--- src/sv/gtc_pkg.sv ---
// ----------------------------------------------------------------------------
// gtc_pkg: shared widths, constants and tables for GPS time to calendar
// Field widths, pipeline depth, reciprocal constants for the fixed divisions.
// ----------------------------------------------------------------------------
package gtc_pkg;

    localparam int unsigned NUM_STAGES  = 7;
    localparam int unsigned FRONT_STAGES = 2;
    localparam int unsigned BACK_STAGES = NUM_STAGES - FRONT_STAGES;

    // field widths
    localparam int unsigned WEEK_W  = 13;
    localparam int unsigned SOW_W   = 40;
    localparam int unsigned YEAR_W  = 12;
    localparam int unsigned MONTH_W = 4;
    localparam int unsigned DAY_W   = 5;
    localparam int unsigned HOUR_W  = 5;
    localparam int unsigned MIN_W   = 6;
    localparam int unsigned SEC_W   = 26;
    localparam int unsigned MJD_W   = 17;
    localparam int unsigned IN_TDATA_W  = 56;
    localparam int unsigned OUT_TDATA_W = 80;

    // internal widths
    localparam int unsigned DAYS_W = 3;   // whole days within the week, 0..6
    localparam int unsigned USD_W  = 37;  // microseconds within the day
    localparam int unsigned B_W    = 22;  // Meeus B
    localparam int unsigned N_W    = 24;  // 4*B - 489
    localparam int unsigned C_W    = 13;  // Meeus C
    localparam int unsigned G_W    = 9;   // B - D, day of year from March
    localparam int unsigned E_W    = 4;   // Meeus E
    localparam int unsigned REMH_W = 32;  // microseconds within the hour

    localparam logic [SOW_W-1:0] SOW_MAX_US    = 40'd604799999999;
    localparam logic [SOW_W-1:0] DAY_US        = 40'd86400000000;
    localparam logic [MJD_W-1:0] GPS_EPOCH_MJD = 17'd44244;

    // B = MJD + 2400001 + 1537, one more once alpha reaches 17
    localparam logic [B_W-1:0]   B_OFFSET  = 22'd2401538;
    localparam logic [MJD_W-1:0] ALPHA_MJD = 17'd88128;
    // C = floor((100B - 12210) / 36525) = floor((4B - 489) / 1461)
    localparam logic [N_W-1:0]   N_OFFSET  = 24'd489;
    localparam int unsigned      C_SHIFT   = 35;
    localparam logic [63:0]      C_DIV     = 64'd1461;
    localparam logic [63:0]      C_MULT64  = ((64'd1 << C_SHIFT) + C_DIV - 64'd1) / C_DIV;
    localparam int unsigned      C_MULT_W  = 25;
    localparam logic [C_W-1:0]   YEAR_OFS_LATE  = 13'd4716;
    localparam logic [C_W-1:0]   YEAR_OFS_EARLY = 13'd4715;
    localparam logic [10:0]      D_MULT    = 11'd1461;

    // hour = floor((us_day >> 10) / 3515625)
    localparam logic [USD_W-1:0] HOUR_US   = 37'd3600000000;
    localparam int unsigned      HOUR_PRE  = 10;
    localparam int unsigned      HOUR_X_W  = USD_W - HOUR_PRE;
    localparam int unsigned      HOUR_SHIFT = 49;
    localparam logic [63:0]      HOUR_DIV  = 64'd3515625;
    localparam logic [63:0]      HOUR_MULT64 =
        ((64'd1 << HOUR_SHIFT) + HOUR_DIV - 64'd1) / HOUR_DIV;
    localparam int unsigned      HOUR_MULT_W = 28;

    // minute = floor((rem_h >> 8) / 234375)
    localparam logic [REMH_W-1:0] MIN_US   = 32'd60000000;
    localparam int unsigned      MIN_PRE   = 8;
    localparam int unsigned      MIN_X_W   = REMH_W - MIN_PRE;
    localparam int unsigned      MIN_SHIFT = 42;
    localparam logic [63:0]      MIN_DIV   = 64'd234375;
    localparam logic [63:0]      MIN_MULT64 =
        ((64'd1 << MIN_SHIFT) + MIN_DIV - 64'd1) / MIN_DIV;
    localparam int unsigned      MIN_MULT_W = 25;

    // floor(30.6001 * e)
    function automatic logic [G_W-1:0] e_floor(input logic [E_W-1:0] e);
        logic [G_W-1:0] v;
        case (e)
            4'd1:    v = 9'd30;
            4'd2:    v = 9'd61;
            4'd3:    v = 9'd91;
            4'd4:    v = 9'd122;
            4'd5:    v = 9'd153;
            4'd6:    v = 9'd183;
            4'd7:    v = 9'd214;
            4'd8:    v = 9'd244;
            4'd9:    v = 9'd275;
            4'd10:   v = 9'd306;
            4'd11:   v = 9'd336;
            4'd12:   v = 9'd367;
            4'd13:   v = 9'd397;
            4'd14:   v = 9'd428;
            4'd15:   v = 9'd459;
            default: v = 9'd0;
        endcase
        return v;
    endfunction

endpackage

--- src/sv/gtc_split.sv ---
// ----------------------------------------------------------------------------
// gtc_split: front stages of the converter
// Clamps seconds of week, splits it into whole days and microseconds of day,
// and forms the Modified Julian Day.
// ----------------------------------------------------------------------------
module gtc_split (
    input  logic                              i_clk,
    input  logic [gtc_pkg::FRONT_STAGES-1:0]  i_en,
    input  logic [gtc_pkg::WEEK_W-1:0]        i_gps_week,
    input  logic [gtc_pkg::SOW_W-1:0]         i_sow_us,
    output logic [gtc_pkg::MJD_W-1:0]         o_mjd,
    output logic [gtc_pkg::USD_W-1:0]         o_us_day
);

    function automatic logic [gtc_pkg::SOW_W-1:0] day_start(
        input logic [gtc_pkg::DAYS_W-1:0] d);
        logic [gtc_pkg::SOW_W-1:0] v;
        case (d)
            3'd1:    v = gtc_pkg::DAY_US;
            3'd2:    v = gtc_pkg::DAY_US * 40'd2;
            3'd3:    v = gtc_pkg::DAY_US * 40'd3;
            3'd4:    v = gtc_pkg::DAY_US * 40'd4;
            3'd5:    v = gtc_pkg::DAY_US * 40'd5;
            3'd6:    v = gtc_pkg::DAY_US * 40'd6;
            default: v = '0;
        endcase
        return v;
    endfunction

    logic [gtc_pkg::SOW_W-1:0]  r_sow,  n_sow;
    logic [gtc_pkg::MJD_W-1:0]  r_base, n_base;
    logic [gtc_pkg::MJD_W-1:0]  r_mjd,  n_mjd;
    logic [gtc_pkg::USD_W-1:0]  r_usd,  n_usd;
    logic [15:0]                week7;
    logic [gtc_pkg::DAYS_W-1:0] days;
    logic [gtc_pkg::SOW_W-1:0]  sow_rem;

    always_comb begin
        n_sow = (i_sow_us > gtc_pkg::SOW_MAX_US) ? gtc_pkg::SOW_MAX_US : i_sow_us;
        week7 = {i_gps_week, 3'b000} - 16'(i_gps_week);
        n_base = 17'(week7) + gtc_pkg::GPS_EPOCH_MJD;
    end

    // at most six day boundaries inside a week
    always_comb begin
        days = '0;
        for (int k = 1; k < 7; k++) begin
            if (r_sow >= day_start(3'(k))) begin
                days = 3'(k);
            end
        end
        sow_rem = r_sow - day_start(days);
        n_usd   = sow_rem[gtc_pkg::USD_W-1:0];
        n_mjd   = r_base + 17'(days);
    end

    always_ff @(posedge i_clk) begin
        if (i_en[0]) begin
            r_sow  <= n_sow;
            r_base <= n_base;
        end
        if (i_en[1]) begin
            r_mjd <= n_mjd;
            r_usd <= n_usd;
        end
    end

    assign o_mjd    = r_mjd;
    assign o_us_day = r_usd;

endmodule

--- src/sv/gtc_date.sv ---
// ----------------------------------------------------------------------------
// gtc_date: Gregorian date pipeline
// Meeus steps on the day number: alpha, B, C, D, E, then day, month, year.
// ----------------------------------------------------------------------------
module gtc_date (
    input  logic                              i_clk,
    input  logic [gtc_pkg::BACK_STAGES-1:0]   i_en,
    input  logic [gtc_pkg::MJD_W-1:0]         i_mjd,
    output logic [gtc_pkg::YEAR_W-1:0]        o_year,
    output logic [gtc_pkg::MONTH_W-1:0]       o_month,
    output logic [gtc_pkg::DAY_W-1:0]         o_day,
    output logic [gtc_pkg::MJD_W-1:0]         o_mjd
);

    localparam int unsigned PROD_W = gtc_pkg::N_W + gtc_pkg::C_MULT_W;
    localparam logic [gtc_pkg::C_MULT_W-1:0] C_MULT =
        gtc_pkg::C_MULT64[gtc_pkg::C_MULT_W-1:0];

    logic [gtc_pkg::N_W-1:0]     r2_n, n2_n;
    logic [gtc_pkg::B_W-1:0]     r2_b, n2_b;
    logic [gtc_pkg::MJD_W-1:0]   r2_mjd;
    logic [gtc_pkg::C_W-1:0]     r3_c, n3_c;
    logic [gtc_pkg::B_W-1:0]     r3_b;
    logic [gtc_pkg::MJD_W-1:0]   r3_mjd;
    logic [gtc_pkg::G_W-1:0]     r4_g, n4_g;
    logic [gtc_pkg::C_W-1:0]     r4_c;
    logic [gtc_pkg::MJD_W-1:0]   r4_mjd;
    logic [gtc_pkg::E_W-1:0]     r5_e, n5_e;
    logic [gtc_pkg::G_W-1:0]     r5_g;
    logic [gtc_pkg::C_W-1:0]     r5_c;
    logic [gtc_pkg::MJD_W-1:0]   r5_mjd;
    logic [gtc_pkg::YEAR_W-1:0]  r6_year,  n6_year;
    logic [gtc_pkg::MONTH_W-1:0] r6_month, n6_month;
    logic [gtc_pkg::DAY_W-1:0]   r6_day,   n6_day;
    logic [gtc_pkg::MJD_W-1:0]   r6_mjd;
    logic [PROD_W-1:0]           c_prod;
    logic [23:0]                 d_full;
    logic [gtc_pkg::B_W-1:0]     g_full;
    logic [gtc_pkg::G_W-1:0]     dom_full;
    logic [gtc_pkg::C_W-1:0]     year_full;

    // alpha is 15..17 over the whole input range; only the step to 17 moves A
    always_comb begin
        n2_b = 22'(i_mjd) + gtc_pkg::B_OFFSET
             + 22'(i_mjd >= gtc_pkg::ALPHA_MJD);
        n2_n = {n2_b, 2'b00} - gtc_pkg::N_OFFSET;
    end

    always_comb begin
        c_prod = PROD_W'(r2_n) * PROD_W'(C_MULT);
        n3_c   = c_prod[gtc_pkg::C_SHIFT +: gtc_pkg::C_W];
    end

    always_comb begin
        d_full = 24'(r3_c) * 24'(gtc_pkg::D_MULT);
        g_full = r3_b - d_full[23:2];
        n4_g   = g_full[gtc_pkg::G_W-1:0];
    end

    // E is the largest k with B - D > floor(30.6001 k)
    always_comb begin
        n5_e = '0;
        for (int k = 1; k < 2 ** gtc_pkg::E_W; k++) begin
            if (r4_g > gtc_pkg::e_floor(gtc_pkg::E_W'(k))) begin
                n5_e = gtc_pkg::E_W'(k);
            end
        end
    end

    always_comb begin
        dom_full = r5_g - gtc_pkg::e_floor(r5_e);
        n6_day   = dom_full[gtc_pkg::DAY_W-1:0];
        n6_month = (r5_e < 4'd14) ? r5_e - 4'd1 : r5_e - 4'd13;
        year_full = (n6_month > 4'd2) ? r5_c - gtc_pkg::YEAR_OFS_LATE
                                      : r5_c - gtc_pkg::YEAR_OFS_EARLY;
        n6_year  = year_full[gtc_pkg::YEAR_W-1:0];
    end

    always_ff @(posedge i_clk) begin
        if (i_en[0]) begin
            r2_n   <= n2_n;
            r2_b   <= n2_b;
            r2_mjd <= i_mjd;
        end
        if (i_en[1]) begin
            r3_c   <= n3_c;
            r3_b   <= r2_b;
            r3_mjd <= r2_mjd;
        end
        if (i_en[2]) begin
            r4_g   <= n4_g;
            r4_c   <= r3_c;
            r4_mjd <= r3_mjd;
        end
        if (i_en[3]) begin
            r5_e   <= n5_e;
            r5_g   <= r4_g;
            r5_c   <= r4_c;
            r5_mjd <= r4_mjd;
        end
        if (i_en[4]) begin
            r6_year  <= n6_year;
            r6_month <= n6_month;
            r6_day   <= n6_day;
            r6_mjd   <= r5_mjd;
        end
    end

    assign o_year  = r6_year;
    assign o_month = r6_month;
    assign o_day   = r6_day;
    assign o_mjd   = r6_mjd;

endmodule

--- src/sv/gtc_tod.sv ---
// ----------------------------------------------------------------------------
// gtc_tod: time-of-day pipeline
// Splits microseconds of day into hour, minute and microsecond of minute.
// ----------------------------------------------------------------------------
module gtc_tod (
    input  logic                              i_clk,
    input  logic [gtc_pkg::BACK_STAGES-1:0]   i_en,
    input  logic [gtc_pkg::USD_W-1:0]         i_us_day,
    output logic [gtc_pkg::HOUR_W-1:0]        o_hour,
    output logic [gtc_pkg::MIN_W-1:0]         o_minute,
    output logic [gtc_pkg::SEC_W-1:0]         o_second_us
);

    localparam int unsigned HPROD_W = gtc_pkg::HOUR_X_W + gtc_pkg::HOUR_MULT_W;
    localparam int unsigned MPROD_W = gtc_pkg::MIN_X_W + gtc_pkg::MIN_MULT_W;
    localparam logic [gtc_pkg::HOUR_MULT_W-1:0] HOUR_MULT =
        gtc_pkg::HOUR_MULT64[gtc_pkg::HOUR_MULT_W-1:0];
    localparam logic [gtc_pkg::MIN_MULT_W-1:0] MIN_MULT =
        gtc_pkg::MIN_MULT64[gtc_pkg::MIN_MULT_W-1:0];

    logic [gtc_pkg::HOUR_W-1:0] r2_hour, n2_hour;
    logic [gtc_pkg::USD_W-1:0]  r2_usd;
    logic [gtc_pkg::REMH_W-1:0] r3_remh, n3_remh;
    logic [gtc_pkg::HOUR_W-1:0] r3_hour;
    logic [gtc_pkg::MIN_W-1:0]  r4_min, n4_min;
    logic [gtc_pkg::REMH_W-1:0] r4_remh;
    logic [gtc_pkg::HOUR_W-1:0] r4_hour;
    logic [gtc_pkg::SEC_W-1:0]  r5_sec, n5_sec;
    logic [gtc_pkg::MIN_W-1:0]  r5_min;
    logic [gtc_pkg::HOUR_W-1:0] r5_hour;
    logic [gtc_pkg::SEC_W-1:0]  r6_sec;
    logic [gtc_pkg::MIN_W-1:0]  r6_min;
    logic [gtc_pkg::HOUR_W-1:0] r6_hour;
    logic [HPROD_W-1:0]         h_prod;
    logic [gtc_pkg::USD_W-1:0]  h_rem;
    logic [MPROD_W-1:0]         m_prod;
    logic [gtc_pkg::REMH_W-1:0] m_rem;

    // 3.6e9 = 1024 * 3515625: drop the low bits, then exact reciprocal
    always_comb begin
        h_prod  = HPROD_W'(i_us_day[gtc_pkg::USD_W-1:gtc_pkg::HOUR_PRE])
                * HPROD_W'(HOUR_MULT);
        n2_hour = h_prod[gtc_pkg::HOUR_SHIFT +: gtc_pkg::HOUR_W];
    end

    always_comb begin
        h_rem   = r2_usd - 37'(r2_hour) * gtc_pkg::HOUR_US;
        n3_remh = h_rem[gtc_pkg::REMH_W-1:0];
    end

    // 6e7 = 256 * 234375
    always_comb begin
        m_prod = MPROD_W'(r3_remh[gtc_pkg::REMH_W-1:gtc_pkg::MIN_PRE])
               * MPROD_W'(MIN_MULT);
        n4_min = m_prod[gtc_pkg::MIN_SHIFT +: gtc_pkg::MIN_W];
    end

    always_comb begin
        m_rem  = r4_remh - 32'(r4_min) * gtc_pkg::MIN_US;
        n5_sec = m_rem[gtc_pkg::SEC_W-1:0];
    end

    always_ff @(posedge i_clk) begin
        if (i_en[0]) begin
            r2_hour <= n2_hour;
            r2_usd  <= i_us_day;
        end
        if (i_en[1]) begin
            r3_remh <= n3_remh;
            r3_hour <= r2_hour;
        end
        if (i_en[2]) begin
            r4_min  <= n4_min;
            r4_remh <= r3_remh;
            r4_hour <= r3_hour;
        end
        if (i_en[3]) begin
            r5_sec  <= n5_sec;
            r5_min  <= r4_min;
            r5_hour <= r4_hour;
        end
        if (i_en[4]) begin
            r6_sec  <= r5_sec;
            r6_min  <= r5_min;
            r6_hour <= r5_hour;
        end
    end

    assign o_hour      = r6_hour;
    assign o_minute    = r6_min;
    assign o_second_us = r6_sec;

endmodule

--- src/sv/gps_time_to_calendar.sv ---
// ----------------------------------------------------------------------------
// gps_time_to_calendar: GPS week and seconds of week to Gregorian date/time
// Seven-stage pipeline with per-stage flow control.
// ----------------------------------------------------------------------------
// Usage:
//   Slave channel (i_s_*) takes one GPS time per request: full week number
//   and microseconds of week; values past the end of the week are clamped
//   to its last microsecond.
//   Master channel (o_m_*) gives year, month, day, hour, minute, microsecond
//   of minute and the Modified Julian Day, one result per request, in order.
//   Stages: an accepted request passes through seven register stages in
//   order: clamp, day split, B, C, D, E, output.
//   Throughput: one request per cycle unless stalled; each stage holds its own
//   valid bit and loads whenever it is empty or the stage after it moves.
//   Reset clears the valid bits only; the data path needs no reset.
//   When the receiver stalls, the output holds; earlier stages keep
//   filling bubbles, and o_s_tready drops only once all seven are full.
// ----------------------------------------------------------------------------
module gps_time_to_calendar (
    input  logic                                i_clk,
    input  logic                                i_rst_n,
    input  logic                                i_s_tvalid,
    output logic                                o_s_tready,
    // tdata: gps_week[12:0], sow_us[52:13], zero[55:53]
    input  logic [gtc_pkg::IN_TDATA_W-1:0]      i_s_tdata,
    output logic                                o_m_tvalid,
    input  logic                                i_m_tready,
    // tdata: year[11:0], month[15:12], day[20:16], hour[25:21],
    //        minute[31:26], second_us[57:32], mjd_day[74:58], zero[79:75]
    output logic [gtc_pkg::OUT_TDATA_W-1:0]     o_m_tdata
);

    localparam int unsigned PACK_W = gtc_pkg::YEAR_W + gtc_pkg::MONTH_W
        + gtc_pkg::DAY_W + gtc_pkg::HOUR_W + gtc_pkg::MIN_W
        + gtc_pkg::SEC_W + gtc_pkg::MJD_W;

    logic [gtc_pkg::NUM_STAGES-1:0] r_valid;
    logic [gtc_pkg::NUM_STAGES-1:0] stage_en;
    logic [gtc_pkg::MJD_W-1:0]      split_mjd;
    logic [gtc_pkg::USD_W-1:0]      split_usd;
    logic [gtc_pkg::YEAR_W-1:0]     year;
    logic [gtc_pkg::MONTH_W-1:0]    month;
    logic [gtc_pkg::DAY_W-1:0]      day;
    logic [gtc_pkg::MJD_W-1:0]      mjd_day;
    logic [gtc_pkg::HOUR_W-1:0]     hour;
    logic [gtc_pkg::MIN_W-1:0]      minute;
    logic [gtc_pkg::SEC_W-1:0]      second_us;

    // a stage loads when empty or when its successor moves
    always_comb begin
        stage_en[gtc_pkg::NUM_STAGES-1] = !r_valid[gtc_pkg::NUM_STAGES-1] || i_m_tready;
        for (int k = gtc_pkg::NUM_STAGES - 2; k >= 0; k--) begin
            stage_en[k] = !r_valid[k] || stage_en[k+1];
        end
    end

    always_ff @(posedge i_clk) begin
        if (!i_rst_n) begin
            r_valid <= '0;
        end else begin
            if (stage_en[0]) begin
                r_valid[0] <= i_s_tvalid;
            end
            for (int k = 1; k < gtc_pkg::NUM_STAGES; k++) begin
                if (stage_en[k]) begin
                    r_valid[k] <= r_valid[k-1];
                end
            end
        end
    end

    gtc_split u_split (
        .i_clk      (i_clk),
        .i_en       (stage_en[gtc_pkg::FRONT_STAGES-1:0]),
        .i_gps_week (i_s_tdata[gtc_pkg::WEEK_W-1:0]),
        .i_sow_us   (i_s_tdata[gtc_pkg::WEEK_W +: gtc_pkg::SOW_W]),
        .o_mjd      (split_mjd),
        .o_us_day   (split_usd)
    );

    gtc_date u_date (
        .i_clk   (i_clk),
        .i_en    (stage_en[gtc_pkg::NUM_STAGES-1:gtc_pkg::FRONT_STAGES]),
        .i_mjd   (split_mjd),
        .o_year  (year),
        .o_month (month),
        .o_day   (day),
        .o_mjd   (mjd_day)
    );

    gtc_tod u_tod (
        .i_clk       (i_clk),
        .i_en        (stage_en[gtc_pkg::NUM_STAGES-1:gtc_pkg::FRONT_STAGES]),
        .i_us_day    (split_usd),
        .o_hour      (hour),
        .o_minute    (minute),
        .o_second_us (second_us)
    );

    assign o_s_tready = stage_en[0];
    assign o_m_tvalid = r_valid[gtc_pkg::NUM_STAGES-1];
    assign o_m_tdata  = {(gtc_pkg::OUT_TDATA_W - PACK_W)'(0),
                         mjd_day, second_us, minute, hour, day, month, year};

endmodule
--- config.mk ---
export PLATFORM = sky130hd
export DESIGN_NAME = gps_time_to_calendar
export DESIGN_NICKNAME = d
export VERILOG_FILES = /design/src/sv/gtc_pkg.sv /design/src/sv/gtc_split.sv /design/src/sv/gtc_date.sv /design/src/sv/gtc_tod.sv /design/src/sv/gps_time_to_calendar.sv
export SDC_FILE = /design/constraint.sdc
export NUM_CORES = 2
export LEC_CHECK = 0
export ABC_AREA = 1
export BUFFER_PORTS_ARGS = -buffer_cell sky130_fd_sc_hd__buf_2
export CAP_MARGIN = 20
export CORE_ASPECT_RATIO = 1.5
export CORE_MARGIN = 3
export CORE_UTILIZATION = 30
export CTS_BUF_LIST = sky130_fd_sc_hd__clkbuf_4
export CTS_CLUSTER_SIZE = 30
export DETAILED_ROUTE_END_ITERATION = 10
export GPL_TIMING_DRIVEN = 0
export HOLD_SLACK_MARGIN = 0.12
export PLACE_DENSITY = 0.41
export SLEW_MARGIN = 20
export SYNTH_ARGS = -nofsm -noshare
export SYNTH_HDL_FRONTEND = slang
export SYNTH_SLANG_ARGS = --single-unit
--- constraint.sdc ---
create_clock -name i_clk -period 36.4 [get_ports i_clk]
set_input_delay 5.46 -clock i_clk [delete_from_list [all_inputs] [get_ports i_clk]]
set_output_delay 5.46 -clock i_clk [all_outputs]
set_load 0.005 [all_outputs]
==> metrics.md <==
| Metric | Value |
|---|---|
| Outcome | finished, final reports clean |
| Area growth, synth to finish | 10.31% |
| Fin. Hold Viols | 0 |
| Largest buffer count on any clock path | 3 |
| Post-synthesis cell area | 56,820 µm² |
| # rows | just under 200 |
| Post-CTS sizing | 0 |
| I/O Buffers | between 100 and 150 |
| WP data required | 30.94 ns |
| CP endpoint kind | output pin |
| Cts bufs inserted | roughly 140 |
| Share of flip-flops with an asynchronous set or reset | 0 |
| Register bit total from synthesis | 500 |
| Final setup skew | 0.07045 ns |
| # hold bufs at CTS | 0 |
| Hpwl dp | 137,000 µm |
| First-pass GRT wire length | 243,400 µm |
| Post-route DRC | 0 |
| I/O Pins | 142 |
| Syn Inst Count | around 5,700 |
| Design area | 62,680 µm² |
| RSZ-0062 raised after global routing | no |
| Commonest non-fill, non-tap cell in the layout | inv_1 |
| DRT iter0 DRCs | 1,327 |
| Critical path data arrival time | 9.02 ns |
| Clk sink count | 500 |
| Largest net degree at the start of global routing | 60 |
| Max-slew headroom | 0.4049 |
| Final ANT Viol Nets | 0 |
| Share of cells above drive strength 1 | 0.07796 |
| Worst-skew pair later-pin latency | 1.21 ns |
| WL per Instance | between 15 and 20 µm |
| Max-Cap Viols | 0 |
| Final setup viols | 0 |
| Layout Nets | 7,657 |
| Core ar. | 188,400 µm² |
| Vias in the first global route | approximately 42,000 |
| Fin. max-slew vios | 0 |
| Final setup TNS | 0 ns |
| Most frequent cells in the layout | inv_1 (1,481), ha_1 (898), fa_1 (704), nand2_1 (654), edfxtp_1 (493) |
| Core Util, Final | 0.3328 |
| Gr ovfl total | 0 |
| Register clock-pin slew on the reported worst setup and hold paths | ~0.06 ns |
| CTS tree | done |
| Starting Density | 0.3017 |
| Critical path class | in -> out |
| HP Class | reg -> reg |
| Number of vias per cell | 4.466 |
| Die Width | 361.3 µm |
| Top_reg_cell synth | edfxtp_1 |
| Die ar. | approximately 190,000 µm² |
| Placed cell areas | 60,800 µm² |
| Post-synth EDFFs | between 400 and 500 |
| Syn. warnings | 0 |
| Post-Route WL | 156,400 µm |
| Crit Path Max Fanout | 53 |
| Vias post-DR | approximately 38,000 |
| Post-synthesis cell type count | 61 |
| Dpl ws | 21.74 ns |
| GP Congestion | approximately 0.86 |
| Final critical-path required period | 14.48 ns |
| Register area share after synthesis | 0.2630 |
| Worst Tran Pin Value | 0.8927 ns |
| Number of setup buffers added after CTS | 0 |
| First drt pass iteration count | 5 |
| Period utilization | 0.3979 |
| Fmax | 69.04 MHz |
| Die Ht | 539.0 µm |
| Final WS setup | approximately 22 ns |
| Startpoint Class | primary input |
| Total global-route track usage | 0.1647 |
| Avg Cell Area, Syn | 9.960 µm² |
| CTS H-tree depth | 4 |
| Root buffer selected by CTS | clkbuf_4 |
| Initial antenna violation count | 6 |
cell usage after synthesis (8+ instances only):
master / number / share of area
o21bai_1: 19 / 0.0025
o31ai_1: 9 / 0.0012
nand3_1: 155 / 0.014
nand2_1: 655 / 0.043
nand4_1: 59 / 0.0065
or2_2: 40 / 0.0044
nor4_1: 14 / 0.0015
edfxtp_1: 493 / 0.26
xor2_1: 135 / 0.021
o21ai_0: 150 / 0.013
o211ai_1: 15 / 0.0020
inv_2: 8 / 0.00053
a31oi_1: 26 / 0.0029
nor2_1: 287 / 0.019
ha_1: 898 / 0.20
xnor2_1: 74 / 0.011
nor2_2: 9 / 0.00099
nor3_1: 46 / 0.0041
inv_1: 1487 / 0.098
a21o_1: 39 / 0.0052
fa_1: 704 / 0.25
o21ai_1: 14 / 0.0012
a21oi_1: 247 / 0.022
area by class of cell:
class | count | area (µm²)
multi-input combinational | 3696 | 36190
antenna | 17 | 42.54
clock buffer | 199 | 1494
inverter | 1496 | 5640
clock inverter | 45 | 342.8
fill | 19680 | 125700
buffer | 17 | 91.34
tap | 2462 | 3080
sequential | 500 | 14940
timing repair buffer | 140 | 850.8
per-stage QoR:
stage | cells | hold slack [ns]
final | 8572 | 0.3526
after global routing | 8570 | 0.3481
after CTS | 8555 | 0.3423
after detailed placement | 8311 | 0.4045
after global placement | 8304 | 0.4001
after floorplan | 5709 | 0.4003
sequential cells by signal (all words and copies together), names as in the netlist, 12 cells and up:
register	cells
u_split.o_us_day	37
u_date.r3_c	12
u_date.r5_c	12
u_date.r5_mjd	17
u_split.o_mjd	17
u_split.r_base	17
u_tod.r5_sec	26
u_tod.r2_usd	32
u_date.r4_mjd	17
u_tod.o_second_us	26
u_date.r4_c	12
u_date.o_year	12
u_tod.r3_remh	32
u_date.r2_n	19
u_date.r3_mjd	17
u_split.r_sow	40
u_date.o_mjd	17
u_tod.r4_remh	26
u_date.r2_mjd	17
final timing paths:
path,startpoint,endpoint,slack [ns],cells after the start
setup / recovery,i_m_tready,o_s_tready,21.92,16
hold / removal,u_date.r4_mjd[8],u_date.r5_mjd[8],0.35,0
setup reg to reg,u_split.o_us_day[26],u_tod.r2_hour[2],29.22,22
hold reg to reg,u_date.r4_mjd[8],u_date.r5_mjd[8],0.35,0
cells by family after synthesis:
group,share of synthesized area
buffers and inverters,0.1004
AND/OR/NAND/NOR,0.09812
multiplexers,0.001189
other,0.0001322
XOR/XNOR,0.03385
flip-flops,0.2630
adder cells (fa/ha/maj),0.4458
AO/OA/AOI/OAI,0.05750
critical path, stage by stage:
cell	delay, ns
buf_2	0.10
nor2_1	0.18
inv_4	0.20
nor2_1	0.29
inv_6	0.16
nor2_1	0.27
inv_6	0.16
nor2_1	0.26
inv_6	0.17
nor2_1	0.27
inv_6	0.18
buf_16	0.24
nor2_1	0.35
nand2_4	0.21
buf_16	0.25
buf_2	0.19
metal layers:
metal / vias to the layer above / global-route usage / wire (µm)
met2: 581 / 0.3256 / 88060
met3: 256 / 0.02226 / 3929
met4: 4 / 0.06258 / 5897
met1: 18570 / 0.1740 / 58540
li1: 18870 / - / -
met5: - / 0 / 16
Power is left out: the tool's default activity adds up to more than one toggle a clock period on the data nets, which glitch-free logic cannot reach.
